**src/rtl/core/utcal_pkg.sv**
```systemverilog
// ----------------------------------------------------------------------------
// Unix time to calendar fields: shared definitions
// Constants, reciprocal multipliers and the month start table used by the
// calendar conversion pipeline.
// ----------------------------------------------------------------------------
package utcal_pkg;

   localparam int STAGES = 11;

   localparam longint SECS_PER_DAY  = 86400;
   localparam longint SECS_PER_HOUR = 3600;
   localparam longint SECS_PER_MIN  = 60;
   localparam longint DAYS_PER_ERA  = 146097;
   localparam longint EPOCH_SHIFT   = 719468;
   localparam longint DAYS_PER_YEAR = 365;
   localparam longint YEARS_PER_ERA = 400;

   // The time is biased by a whole number of days so that it is never negative.
   localparam longint DAY_BIAS  = 25000;
   localparam longint TIME_BIAS = DAY_BIAS * SECS_PER_DAY;

   // Every supported time falls in the era starting in 1600 or the one after it.
   localparam longint ERA_BASE  = 4;
   localparam longint YEAR_BASE = ERA_BASE * YEARS_PER_ERA;
   localparam longint DOE_BIAS  = EPOCH_SHIFT - DAY_BIAS - ERA_BASE * DAYS_PER_ERA;
   localparam longint ERA_SPLIT = (ERA_BASE + 1) * DAYS_PER_ERA - (EPOCH_SHIFT - DAY_BIAS);
   localparam longint LAST_DOE  = DAYS_PER_ERA - 1;

   // 1970-01-01 was a Thursday, which is 3 when Monday is 0.
   localparam longint WD_BIAS = ((3 - DAY_BIAS) % 7 + 7) % 7;

   // 86400 is 675 shifted left by 7.
   localparam int     DAY_LO_BITS = 7;
   localparam longint DAY_ODD     = 675;

   // Reciprocals: for an N-bit value and divisor d, S = N + ceil(log2(d)) and
   // M = ceil(2**S / d) give an exact floor quotient as (x * M) >> S.
   localparam int     DAY_S  = 36;
   localparam longint DAY_M  = ((64'd1 << DAY_S) + DAY_ODD - 1) / DAY_ODD;
   localparam int     HR_S   = 29;
   localparam longint HR_M   = ((64'd1 << HR_S) + SECS_PER_HOUR - 1) / SECS_PER_HOUR;
   localparam int     WK_S   = 20;
   localparam longint WK_M   = ((64'd1 << WK_S) + 7 - 1) / 7;
   localparam int     Q4_S   = 29;
   localparam longint Q4_M   = ((64'd1 << Q4_S) + 1460 - 1) / 1460;
   localparam int     C1_S   = 34;
   localparam longint C1_M   = ((64'd1 << C1_S) + 36524 - 1) / 36524;
   localparam int     MN_S   = 18;
   localparam longint MN_M   = ((64'd1 << MN_S) + SECS_PER_MIN - 1) / SECS_PER_MIN;
   localparam int     YR_S   = 27;
   localparam longint YR_M   = ((64'd1 << YR_S) + DAYS_PER_YEAR - 1) / DAYS_PER_YEAR;
   localparam int     CN_S   = 16;
   localparam longint CN_M   = ((64'd1 << CN_S) + 100 - 1) / 100;
   localparam int     MP_S   = 19;
   localparam longint MP_M   = ((64'd1 << MP_S) + 153 - 1) / 153;

   localparam logic [3:0] MP_JANUARY = 4'd10;

   // First day, counted from March 1, of each month in the March-based year.
   function automatic logic [8:0] month_first(input logic [3:0] mp);
      logic [8:0] res;
      unique case (mp)
         4'd0:    res = 9'd0;
         4'd1:    res = 9'd31;
         4'd2:    res = 9'd61;
         4'd3:    res = 9'd92;
         4'd4:    res = 9'd122;
         4'd5:    res = 9'd153;
         4'd6:    res = 9'd184;
         4'd7:    res = 9'd214;
         4'd8:    res = 9'd245;
         4'd9:    res = 9'd275;
         4'd10:   res = 9'd306;
         4'd11:   res = 9'd337;
         default: res = 9'd0;
      endcase
      return res;
   endfunction

endpackage

```
**src/rtl/core/unix_time_to_calendar_fields_top.sv**
```systemverilog
// ----------------------------------------------------------------------------
// Unix time to calendar fields
// Converts signed Unix seconds plus a whole-hour offset into Gregorian date,
// time of day, weekday and day of year.
// ----------------------------------------------------------------------------
// The block takes one timestamp per cycle and passes one result out per
// cycle while the result side does not stall. The time is split into days,
// seconds and the civil date by a chain of constant-reciprocal multiplications,
// each followed by a register. A stall on the result side holds the whole
// pipeline and is passed to the request side in the same cycle. The offset
// register is written with csr_wr_en and should only change while no transfer
// is in flight.
module unix_time_to_calendar_fields_top (
   input  logic               clock,
   input  logic               reset,
   input  logic               csr_wr_en,
   input  logic signed [4:0]  csr_wr_data,
   input  logic               req_valid,
   output logic               req_stall,
   input  logic signed [31:0] req_unix_seconds,
   input  logic [9:0]         req_millis,
   output logic               rsp_valid,
   input  logic               rsp_stall,
   output logic [10:0]        rsp_year,
   output logic [3:0]         rsp_month,
   output logic [4:0]         rsp_day,
   output logic [4:0]         rsp_hour,
   output logic [5:0]         rsp_minute,
   output logic [5:0]         rsp_second,
   output logic [9:0]         rsp_millisecond,
   output logic [2:0]         rsp_weekday,
   output logic [8:0]         rsp_day_of_year
);
   import utcal_pkg::*;

   logic signed [4:0] offset_ff;
   logic [STAGES:1]   vld_ff;
   logic              advance;

   logic signed [33:0] t_full;
   logic [52:0] prod_day;
   logic [34:0] prod_hr;
   logic [34:0] prod_wk;
   logic [36:0] prod_q4;
   logic [36:0] prod_c1;
   logic [24:0] prod_mn;
   logic [36:0] prod_yr;
   logic [18:0] prod_cn;
   logic [22:0] prod_mp;
   logic [10:0] mp_num;
   logic        era_hi;
   logic        late;

   // Stage 1
   logic [32:0] s1_t_in, s1_t_ff;
   logic [9:0]  s1_ms_in, s1_ms_ff;
   // Stage 2
   logic [15:0] s2_q_in, s2_q_ff;
   logic [32:0] s2_t_ff;
   logic [9:0]  s2_ms_ff;
   // Stage 3
   logic [16:0] s3_sod_in, s3_sod_ff;
   logic [15:0] s3_q_ff;
   logic [9:0]  s3_ms_ff;
   // Stage 4
   logic [17:0] s4_doe_in, s4_doe_ff;
   logic        s4_era_ff;
   logic [4:0]  s4_hr_in, s4_hr_ff;
   logic [16:0] s4_sod_ff;
   logic [16:0] s4_w_in, s4_w_ff;
   logic [9:0]  s4_ms_ff;
   // Stage 5
   logic [6:0]  s5_a_in, s5_a_ff;
   logic [2:0]  s5_c_in, s5_c_ff;
   logic [11:0] s5_r_in, s5_r_ff;
   logic [13:0] s5_wq_in, s5_wq_ff;
   logic [17:0] s5_doe_ff;
   logic        s5_era_ff;
   logic [4:0]  s5_hr_ff;
   logic [16:0] s5_w_ff;
   logic [9:0]  s5_ms_ff;
   // Stage 6
   logic [17:0] s6_num_in, s6_num_ff;
   logic [5:0]  s6_mn_in, s6_mn_ff;
   logic [2:0]  s6_wd_in, s6_wd_ff;
   logic [17:0] s6_doe_ff;
   logic        s6_era_ff;
   logic [4:0]  s6_hr_ff;
   logic [11:0] s6_r_ff;
   logic [9:0]  s6_ms_ff;
   // Stage 7
   logic [8:0]  s7_yoe_in, s7_yoe_ff;
   logic [5:0]  s7_sec_in, s7_sec_ff;
   logic [17:0] s7_doe_ff;
   logic        s7_era_ff;
   logic [4:0]  s7_hr_ff;
   logic [5:0]  s7_mn_ff;
   logic [2:0]  s7_wd_ff;
   logic [9:0]  s7_ms_ff;
   // Stage 8
   logic [1:0]  s8_cen_in, s8_cen_ff;
   logic [8:0]  s8_yoe_ff;
   logic [17:0] s8_doe_ff;
   logic        s8_era_ff;
   logic [4:0]  s8_hr_ff;
   logic [5:0]  s8_mn_ff;
   logic [5:0]  s8_sec_ff;
   logic [2:0]  s8_wd_ff;
   logic [9:0]  s8_ms_ff;
   // Stage 9
   logic [8:0]  s9_doy_in, s9_doy_ff;
   logic        s9_leap_in, s9_leap_ff;
   logic [8:0]  s9_yoe_ff;
   logic        s9_era_ff;
   logic [4:0]  s9_hr_ff;
   logic [5:0]  s9_mn_ff;
   logic [5:0]  s9_sec_ff;
   logic [2:0]  s9_wd_ff;
   logic [9:0]  s9_ms_ff;
   // Stage 10
   logic [3:0]  s10_mp_in, s10_mp_ff;
   logic [8:0]  s10_doy_ff;
   logic        s10_leap_ff;
   logic [8:0]  s10_yoe_ff;
   logic        s10_era_ff;
   logic [4:0]  s10_hr_ff;
   logic [5:0]  s10_mn_ff;
   logic [5:0]  s10_sec_ff;
   logic [2:0]  s10_wd_ff;
   logic [9:0]  s10_ms_ff;
   // Stage 11, the result register
   logic [10:0] rsp_year_in, rsp_year_ff;
   logic [3:0]  rsp_month_in, rsp_month_ff;
   logic [4:0]  rsp_day_in, rsp_day_ff;
   logic [8:0]  rsp_yday_in, rsp_yday_ff;
   logic [4:0]  rsp_hour_ff;
   logic [5:0]  rsp_minute_ff;
   logic [5:0]  rsp_second_ff;
   logic [9:0]  rsp_ms_ff;
   logic [2:0]  rsp_wd_ff;

   assign advance   = !(vld_ff[STAGES] && rsp_stall);
   assign req_stall = !advance;

   always_ff @(posedge clock) begin
      if (reset) begin
         offset_ff <= '0;
         vld_ff    <= '0;
      end else begin
         if (csr_wr_en) begin
            offset_ff <= csr_wr_data;
         end
         if (advance) begin
            vld_ff <= {vld_ff[STAGES-1:1], req_valid};
         end
      end
   end

   always_comb begin
      t_full   = 34'(req_unix_seconds) + 34'(offset_ff) * 34'sd3600 + 34'(TIME_BIAS);
      s1_t_in  = t_full[32:0];
      s1_ms_in = (req_millis > 10'd999) ? 10'd999 : req_millis;

      prod_day = 53'(s1_t_ff[32:DAY_LO_BITS]) * 53'(DAY_M);
      s2_q_in  = prod_day[DAY_S+15:DAY_S];

      s3_sod_in = 17'(s2_t_ff - 33'(s2_q_ff) * 33'(SECS_PER_DAY));

      era_hi    = (s3_q_ff >= 16'(ERA_SPLIT));
      s4_doe_in = era_hi ? 18'(32'(s3_q_ff) + 32'(DOE_BIAS) - 32'(DAYS_PER_ERA))
                         : 18'(32'(s3_q_ff) + 32'(DOE_BIAS));
      prod_hr   = 35'(s3_sod_ff) * 35'(HR_M);
      s4_hr_in  = prod_hr[HR_S+4:HR_S];
      s4_w_in   = 17'(s3_q_ff) + 17'(WD_BIAS);

      prod_q4  = 37'(s4_doe_ff) * 37'(Q4_M);
      s5_a_in  = prod_q4[Q4_S+6:Q4_S];
      prod_c1  = 37'(s4_doe_ff) * 37'(C1_M);
      s5_c_in  = prod_c1[C1_S+2:C1_S];
      s5_r_in  = 12'(s4_sod_ff - 17'(s4_hr_ff) * 17'(SECS_PER_HOUR));
      prod_wk  = 35'(s4_w_ff) * 35'(WK_M);
      s5_wq_in = prod_wk[WK_S+13:WK_S];

      s6_num_in = s5_doe_ff - 18'(s5_a_ff) + 18'(s5_c_ff)
                  - ((s5_doe_ff == 18'(LAST_DOE)) ? 18'd1 : 18'd0);
      prod_mn   = 25'(s5_r_ff) * 25'(MN_M);
      s6_mn_in  = prod_mn[MN_S+5:MN_S];
      s6_wd_in  = 3'(s5_w_ff - 17'(s5_wq_ff) * 17'd7);

      prod_yr   = 37'(s6_num_ff) * 37'(YR_M);
      s7_yoe_in = prod_yr[YR_S+8:YR_S];
      s7_sec_in = 6'(s6_r_ff - 12'(s6_mn_ff) * 12'(SECS_PER_MIN));

      prod_cn   = 19'(s7_yoe_ff) * 19'(CN_M);
      s8_cen_in = prod_cn[CN_S+1:CN_S];

      s9_doy_in  = 9'(s8_doe_ff - (18'(s8_yoe_ff) * 18'(DAYS_PER_YEAR)
                   + 18'(s8_yoe_ff[8:2]) - 18'(s8_cen_ff)));
      s9_leap_in = (s8_yoe_ff[1:0] == 2'b00)
                   && ((s8_yoe_ff != 9'(s8_cen_ff) * 9'd100) || (s8_yoe_ff == 9'd0));

      mp_num    = 11'({s9_doy_ff, 2'b00}) + 11'(s9_doy_ff) + 11'd2;
      prod_mp   = 23'(mp_num) * 23'(MP_M);
      s10_mp_in = prod_mp[MP_S+3:MP_S];

      late         = (s10_mp_ff >= MP_JANUARY);
      rsp_year_in  = 11'(YEAR_BASE) + 11'(s10_yoe_ff)
                     + (s10_era_ff ? 11'(YEARS_PER_ERA) : 11'd0) + (late ? 11'd1 : 11'd0);
      rsp_month_in = late ? (s10_mp_ff - 4'd9) : (s10_mp_ff + 4'd3);
      rsp_day_in   = 5'(s10_doy_ff - month_first(s10_mp_ff) + 9'd1);
      rsp_yday_in  = late ? (s10_doy_ff - 9'd305)
                          : (s10_doy_ff + 9'd60 + (s10_leap_ff ? 9'd1 : 9'd0));
   end

   always_ff @(posedge clock) begin
      if (advance) begin
         s1_t_ff  <= s1_t_in;
         s1_ms_ff <= s1_ms_in;

         s2_q_ff  <= s2_q_in;
         s2_t_ff  <= s1_t_ff;
         s2_ms_ff <= s1_ms_ff;

         s3_sod_ff <= s3_sod_in;
         s3_q_ff   <= s2_q_ff;
         s3_ms_ff  <= s2_ms_ff;

         s4_doe_ff <= s4_doe_in;
         s4_era_ff <= era_hi;
         s4_hr_ff  <= s4_hr_in;
         s4_sod_ff <= s3_sod_ff;
         s4_w_ff   <= s4_w_in;
         s4_ms_ff  <= s3_ms_ff;

         s5_a_ff   <= s5_a_in;
         s5_c_ff   <= s5_c_in;
         s5_r_ff   <= s5_r_in;
         s5_wq_ff  <= s5_wq_in;
         s5_doe_ff <= s4_doe_ff;
         s5_era_ff <= s4_era_ff;
         s5_hr_ff  <= s4_hr_ff;
         s5_w_ff   <= s4_w_ff;
         s5_ms_ff  <= s4_ms_ff;

         s6_num_ff <= s6_num_in;
         s6_mn_ff  <= s6_mn_in;
         s6_wd_ff  <= s6_wd_in;
         s6_doe_ff <= s5_doe_ff;
         s6_era_ff <= s5_era_ff;
         s6_hr_ff  <= s5_hr_ff;
         s6_r_ff   <= s5_r_ff;
         s6_ms_ff  <= s5_ms_ff;

         s7_yoe_ff <= s7_yoe_in;
         s7_sec_ff <= s7_sec_in;
         s7_doe_ff <= s6_doe_ff;
         s7_era_ff <= s6_era_ff;
         s7_hr_ff  <= s6_hr_ff;
         s7_mn_ff  <= s6_mn_ff;
         s7_wd_ff  <= s6_wd_ff;
         s7_ms_ff  <= s6_ms_ff;

         s8_cen_ff <= s8_cen_in;
         s8_yoe_ff <= s7_yoe_ff;
         s8_doe_ff <= s7_doe_ff;
         s8_era_ff <= s7_era_ff;
         s8_hr_ff  <= s7_hr_ff;
         s8_mn_ff  <= s7_mn_ff;
         s8_sec_ff <= s7_sec_ff;
         s8_wd_ff  <= s7_wd_ff;
         s8_ms_ff  <= s7_ms_ff;

         s9_doy_ff  <= s9_doy_in;
         s9_leap_ff <= s9_leap_in;
         s9_yoe_ff  <= s8_yoe_ff;
         s9_era_ff  <= s8_era_ff;
         s9_hr_ff   <= s8_hr_ff;
         s9_mn_ff   <= s8_mn_ff;
         s9_sec_ff  <= s8_sec_ff;
         s9_wd_ff   <= s8_wd_ff;
         s9_ms_ff   <= s8_ms_ff;

         s10_mp_ff   <= s10_mp_in;
         s10_doy_ff  <= s9_doy_ff;
         s10_leap_ff <= s9_leap_ff;
         s10_yoe_ff  <= s9_yoe_ff;
         s10_era_ff  <= s9_era_ff;
         s10_hr_ff   <= s9_hr_ff;
         s10_mn_ff   <= s9_mn_ff;
         s10_sec_ff  <= s9_sec_ff;
         s10_wd_ff   <= s9_wd_ff;
         s10_ms_ff   <= s9_ms_ff;

         rsp_year_ff   <= rsp_year_in;
         rsp_month_ff  <= rsp_month_in;
         rsp_day_ff    <= rsp_day_in;
         rsp_yday_ff   <= rsp_yday_in;
         rsp_hour_ff   <= s10_hr_ff;
         rsp_minute_ff <= s10_mn_ff;
         rsp_second_ff <= s10_sec_ff;
         rsp_ms_ff     <= s10_ms_ff;
         rsp_wd_ff     <= s10_wd_ff;
      end
   end

   assign rsp_valid       = vld_ff[STAGES];
   assign rsp_year        = rsp_year_ff;
   assign rsp_month       = rsp_month_ff;
   assign rsp_day         = rsp_day_ff;
   assign rsp_hour        = rsp_hour_ff;
   assign rsp_minute      = rsp_minute_ff;
   assign rsp_second      = rsp_second_ff;
   assign rsp_millisecond = rsp_ms_ff;
   assign rsp_weekday     = rsp_wd_ff;
   assign rsp_day_of_year = rsp_yday_ff;

endmodule

```
**config.mk**
```make
export PLATFORM = sky130hd
export DESIGN_NAME = unix_time_to_calendar_fields_top
export DESIGN_NICKNAME = d
export VERILOG_FILES = /design/src/rtl/core/utcal_pkg.sv /design/src/rtl/core/unix_time_to_calendar_fields_top.sv
export SDC_FILE = /design/constraint.sdc
export NUM_CORES = 2
export LEC_CHECK = 0
export ABC_AREA = 1
export BUFFER_PORTS_ARGS = -buffer_cell sky130_fd_sc_hd__clkbuf_2
export CELL_PAD_IN_SITES_DETAIL_PLACEMENT = 0
export CELL_PAD_IN_SITES_GLOBAL_PLACEMENT = 1
export CORE_MARGIN = 2
export CORE_UTILIZATION = 53
export DETAILED_ROUTE_END_ITERATION = 6
export HOLD_SLACK_MARGIN = 0.02
export PLACE_DENSITY_LB_ADDON = 0.2
export SLEW_MARGIN = 15
export SYNTH_ARGS = -nofsm -noshare
export SYNTH_HDL_FRONTEND = slang
export SYNTH_SLANG_ARGS = --single-unit
```
**constraint.sdc**
```tcl
create_clock -name clock -period 24.5 [get_ports clock]
set_clock_uncertainty 0.05 [all_clocks]
set_input_delay 1.225 -clock clock [delete_from_list [all_inputs] [get_ports clock]]
set_output_delay 1.225 -clock clock [all_outputs]
set_load 0.02 [all_outputs]
```
# == Word level (Yosys, flattened, before mapping) ==
# Memories as Yosys holds them, arrays and structs flattened. A register that Yosys moved wholly into a read port is not among the register bits.
# Index checks and enable logic that the tools add are counted.
# classes
add_sub_neg,26
n_mul,16
magnitude_cmp,3
eq_ne,2
muxes,8
reduce_logical,5
# ops
operator,count
"multiplier 18 x 16 -> 33 bit, second input constant",2
"multiplier 26 x 27 -> 52 bit, second input constant",1
"multiplier 18 x 19 -> 37 bit, second input constant",1
"multiplier 16 x 18 -> 34 bit, second input constant",1
"multiplier 17 x 18 -> 34 bit, second input constant",1
adder 32 x 18 -> 33 bit,1
"adder 33 bit, second input constant",1
"multiplier 11 x 12 -> 23 bit, second input constant",1
"multiplier 12 x 12 -> 23 bit, second input constant",1
adder 11 x 9 -> 11 bit,2
"adder 16 x 17 -> 18 bit, second input constant",1
adder 18 x 3 -> 18 bit,1
"equality test 18 bit, second input constant",1
two-way mux 18 bit,1
two-way mux 9 bit,2
subtractor 18 x 1 -> 18 bit,1
"subtractor 18 bit, second input constant",1
subtractor 18 x 7 -> 18 bit,1
subtractor 17 bit,1
">= comparator 16 bit, second input constant",1
"multiplier 16 x 10 -> 10 bit, second input constant",1
"multiplier 14 x 3 -> 3 bit, second input constant",1
"multiplier 5 x 9 -> 14 bit, second input constant",1
"multiplier 9 x 6 -> 14 bit, second input constant",1
29 further kinds,33
# totals
regBits,601
mem_bits_ro,144
in_bits,52
output_inout_bits,61
word_cells,139
mem_count,1
# memory_table
name,words,word_bits,read_ports,rd_ports_with_merged_regs,wr,line,text
(no name shown),16,9,1,1,0,utcal_pkg.sv:62,unique case (mp)

# == Depth between registers and ports, before layout ==
# logic_depth
ltp_word,4
mapped_depth,37
ltp_nobuf,37

# == Worst setup path before layout ==
# No wires, ideal clock.
# synth_path
kind,input-to-reg
start,in rsp_stall
end,"reg rsp_day_ff[0], in the netlist rsp_day[0] (enable)"
arrival_ns,17.053
setup_slack_ns,6.237
stages,3
cell_sequence,nand2_1 > buf_2 > buf_1
# synth_between
elab_chain_cells,1
# synth_rtl
item,line,text
"start, declared",unix_time_to_calendar_fields_top.sv:23,"input logic rsp_stall,"
logical AND 1 bit,unix_time_to_calendar_fields_top.sv:142,assign advance = !(vld_ff[STAGES] && rsp_stall);
"end signal, assigned",unix_time_to_calendar_fields_top.sv:296,rsp_day_ff <= rsp_day_in;
"end, declared",unix_time_to_calendar_fields_top.sv:134,"logic [4:0] rsp_day_in, rsp_day_ff;"
# No other way between the ends.
# A chain may end at the register's enable or synchronous reset.

==> flow_metrics.tcl <==
set metrics [dict create \
    crit_top_cell "nand2_1" \
    rows 128 \
    hold_class "flip-flop to flip-flop" \
    seqCellArea_um2 17660 \
    wl_um 140400 \
    synth-main-ff-cell "edfxtp_1" \
    fin_crit_ns 6.664 \
    avgViaCountPerCell 5.103 \
    status "finished, final reports clean" \
    clockBufferDepth 3 \
    via_count 41620 \
    yosysWarnings 0 \
    synthesis.area_um2 64970 \
    syn_inst 6284 \
    setup_violations 0 \
    relSlewSlack 0.2572 \
    required_ns 25.00 \
    startpoint_type "flip-flop" \
    port-buffer-count 112 \
    syn_nets 8362 \
    worstSetupEndpointType "flip-flop" \
    holdBufCountCts 0 \
    arrival_ns 7.16 \
    dieHeight_um 354.1 \
    area_growth_pct 7.691 \
    critPathKind "flip-flop to flip-flop" \
    use_met3 0.02560 \
    root_buffer "clkbuf_16" \
    grt_max_degree 87 \
    final_layout_size_suffix_gt1_frac 0.04303 \
    cts_tree "built" \
    synth_edf_count 574 \
    grt_overflow 0 \
    critPathSlowestCell "edfxtp_1" \
    insertion_delay_ns 0.69 \
    most-common-layout-cells "inv_1 (1542), ha_1 (1313), fa_1 (713), nand2_1 (678), edfxtp_1 (574)" \
    ys_types 54 \
    slew_viol_final 0 \
    ios 113 \
    die_w_um 354.1 \
    grtUsageMet2 0.4179 \
    antenna_found_initial 1 \
    tightest_slew_ns 1.106 \
    ant_nets 0 \
    postCtsSetupBuffers 0 \
    max_freq_mhz 150.1 \
    num_antenna_cells 0 \
    initial_core_util 0.5338 \
    drtPass1Iterations 5 \
    clk_pin_slew_ns 0.07 \
    met1_usage 0.2966 \
    clkSinkCount 595 \
    path_max_fanout 8 \
    synth_seq_cells 595 \
    fill_cells 10660 \
    seq_area_frac_synth 0.2718 \
    fin_tns_setup_ns 0 \
    die_area_um2 125400 \
    post-route-drc-count 0 \
    fin_nets 8553 \
    grt-busiest-layer "met2" \
    dr.first_iter.drc_count 1786 \
    rsz0062_at_grt "false" \
    first_global_vias 44300 \
    coreArea_um2 121700 \
    hpwl_um 119000 \
    htree_num_levels 3 \
    syn_avg_cell_area_um2 10.34 \
    ctsResizeCount 0 \
    grtUsageTotal 0.2327 \
    wl_per_cell_um 17.21 \
    gp_congestion 0.9185 \
    async_flop_share 0 \
    fin_crit_sh 0.2720 \
    maxCapViolations 0 \
    cts_buffers 69 \
    worst_path_largest_cell_delay_ns 0.54 \
    final_common_cell "inv_1" \
    multi_input_comb_area_um2 41480 \
    hold_viol 0 \
    grt_pass1_wl_um 230300 \
]
[stage by stage]
step	utilization	worst slack, ns	cells	hold slack, ns	instance area (µm²)
final	0.5749	17.84	8156	0.3448	69970
after detailed placement	0.5560	17.80	8029	0.3545	67670
after CTS	0.5749	17.76	8156	0.3448	69970
after global routing	0.5749	17.23	8156	0.3643	69970
after global placement	0.5560	17.84	8029	0.3502	67670
after floorplan	-	6.237	6284	0.3503	64970
[final cells by class]
| class | count | share of cell area |
|---|---|---|
| Tap cell | 1625 | 0.02906 |
| Inverter | 1543 | 0.08277 |
| Multi-Input combinational cell | 4134 | 0.5928 |
| Sequential cell | 595 | 0.2523 |
| Clock inverter | 49 | 0.007582 |
| Clock buffer | 78 | 0.02530 |
| Timing Repair Buffer | 132 | 0.01016 |
[path summary, 6_finish.rpt]
| kind | start | to | slack (ns) | depth (start not counted) |
|---|---|---|---|---|
| max | s9_doy_ff[0]$_DFFE_PN_ | flip-flop | 17.84 | 33 |
| min | s1_t_ff[3]$_DFFE_PN_ | s2_t_ff[3]$_DFFE_PN_ | 0.34 | 0 |
| max reg2reg | s9_doy_ff[0]$_DFFE_PN_ | flip-flop | 17.84 | 33 |
| min reg2reg | s1_t_ff[3]$_DFFE_PN_ | s2_t_ff[3]$_DFFE_PN_ | 0.34 | 0 |
[kinds of logic after synthesis]
group,synth area share
adder cells (fa/ha/maj),0.4725
AND/OR/NAND/NOR,0.08105
flip-flops,0.2718
XOR/XNOR,0.02858
buffers and inverters,0.08999
multiplexers,0.0001541
AO/OA/AOI/OAI,0.05594
[flip-flops by register name (all words and copies together) (netlist names), 12 cells and up, named ones only]
name and flops:
s6_num_ff 18, s3_sod_ff 17, s2_t_ff 17, s4_doe_ff 18, s3_q_ff 16, s1_t_ff 33
s2_q_ff 16, s4_sod_ff 12, s5_doe_ff 18, s4_w_ff 16, s5_r_ff 12
[per-layer routing]
layer	wire length, µm	share of wire
met5	0	0
met4	3796	0.027
met3	3601	0.026
met2	70920	0.51
met1	62040	0.44
[synthesized netlist by cell type, types with 8 or more instances]
master	count	area (µm²)
a211oi_1	11	82.58
a21boi_0	8	60.06
a21o_1	33	247.7
a21oi_1	328	1642
a31oi_1	21	131.4
dfxtp_1	21	420.4
edfxtp_1	574	17240
fa_1	713	14270
ha_1	1313	16430
inv_1	1542	5788
nand2_1	679	2549
nand3_1	149	745.7
nand3b_1	8	60.06
nand4_1	53	331.6
nor2_1	267	1002
nor3_1	46	230.2
nor4_1	14	87.58
o211ai_1	10	75.07
o21a_1	19	142.6
o21ai_0	157	785.8
o21bai_1	18	135.1
o31ai_1	10	75.07
or2_2	11	68.82
xnor2_1	82	718.2
xor2_1	130	1139
[critical path, delay by kind of cell (launching register included)]
family          cells  cell delay (ns)
simple gates       16             1.21
compound gates      4             0.56
xor+xnor            2             0.39
fa+ha+maj           8             3.48
buf+inv             3             0.26
flops               1             0.54
Power is not shown: default switching activity piles up to over one toggle a cycle in this logic, so the estimate is an artifact.
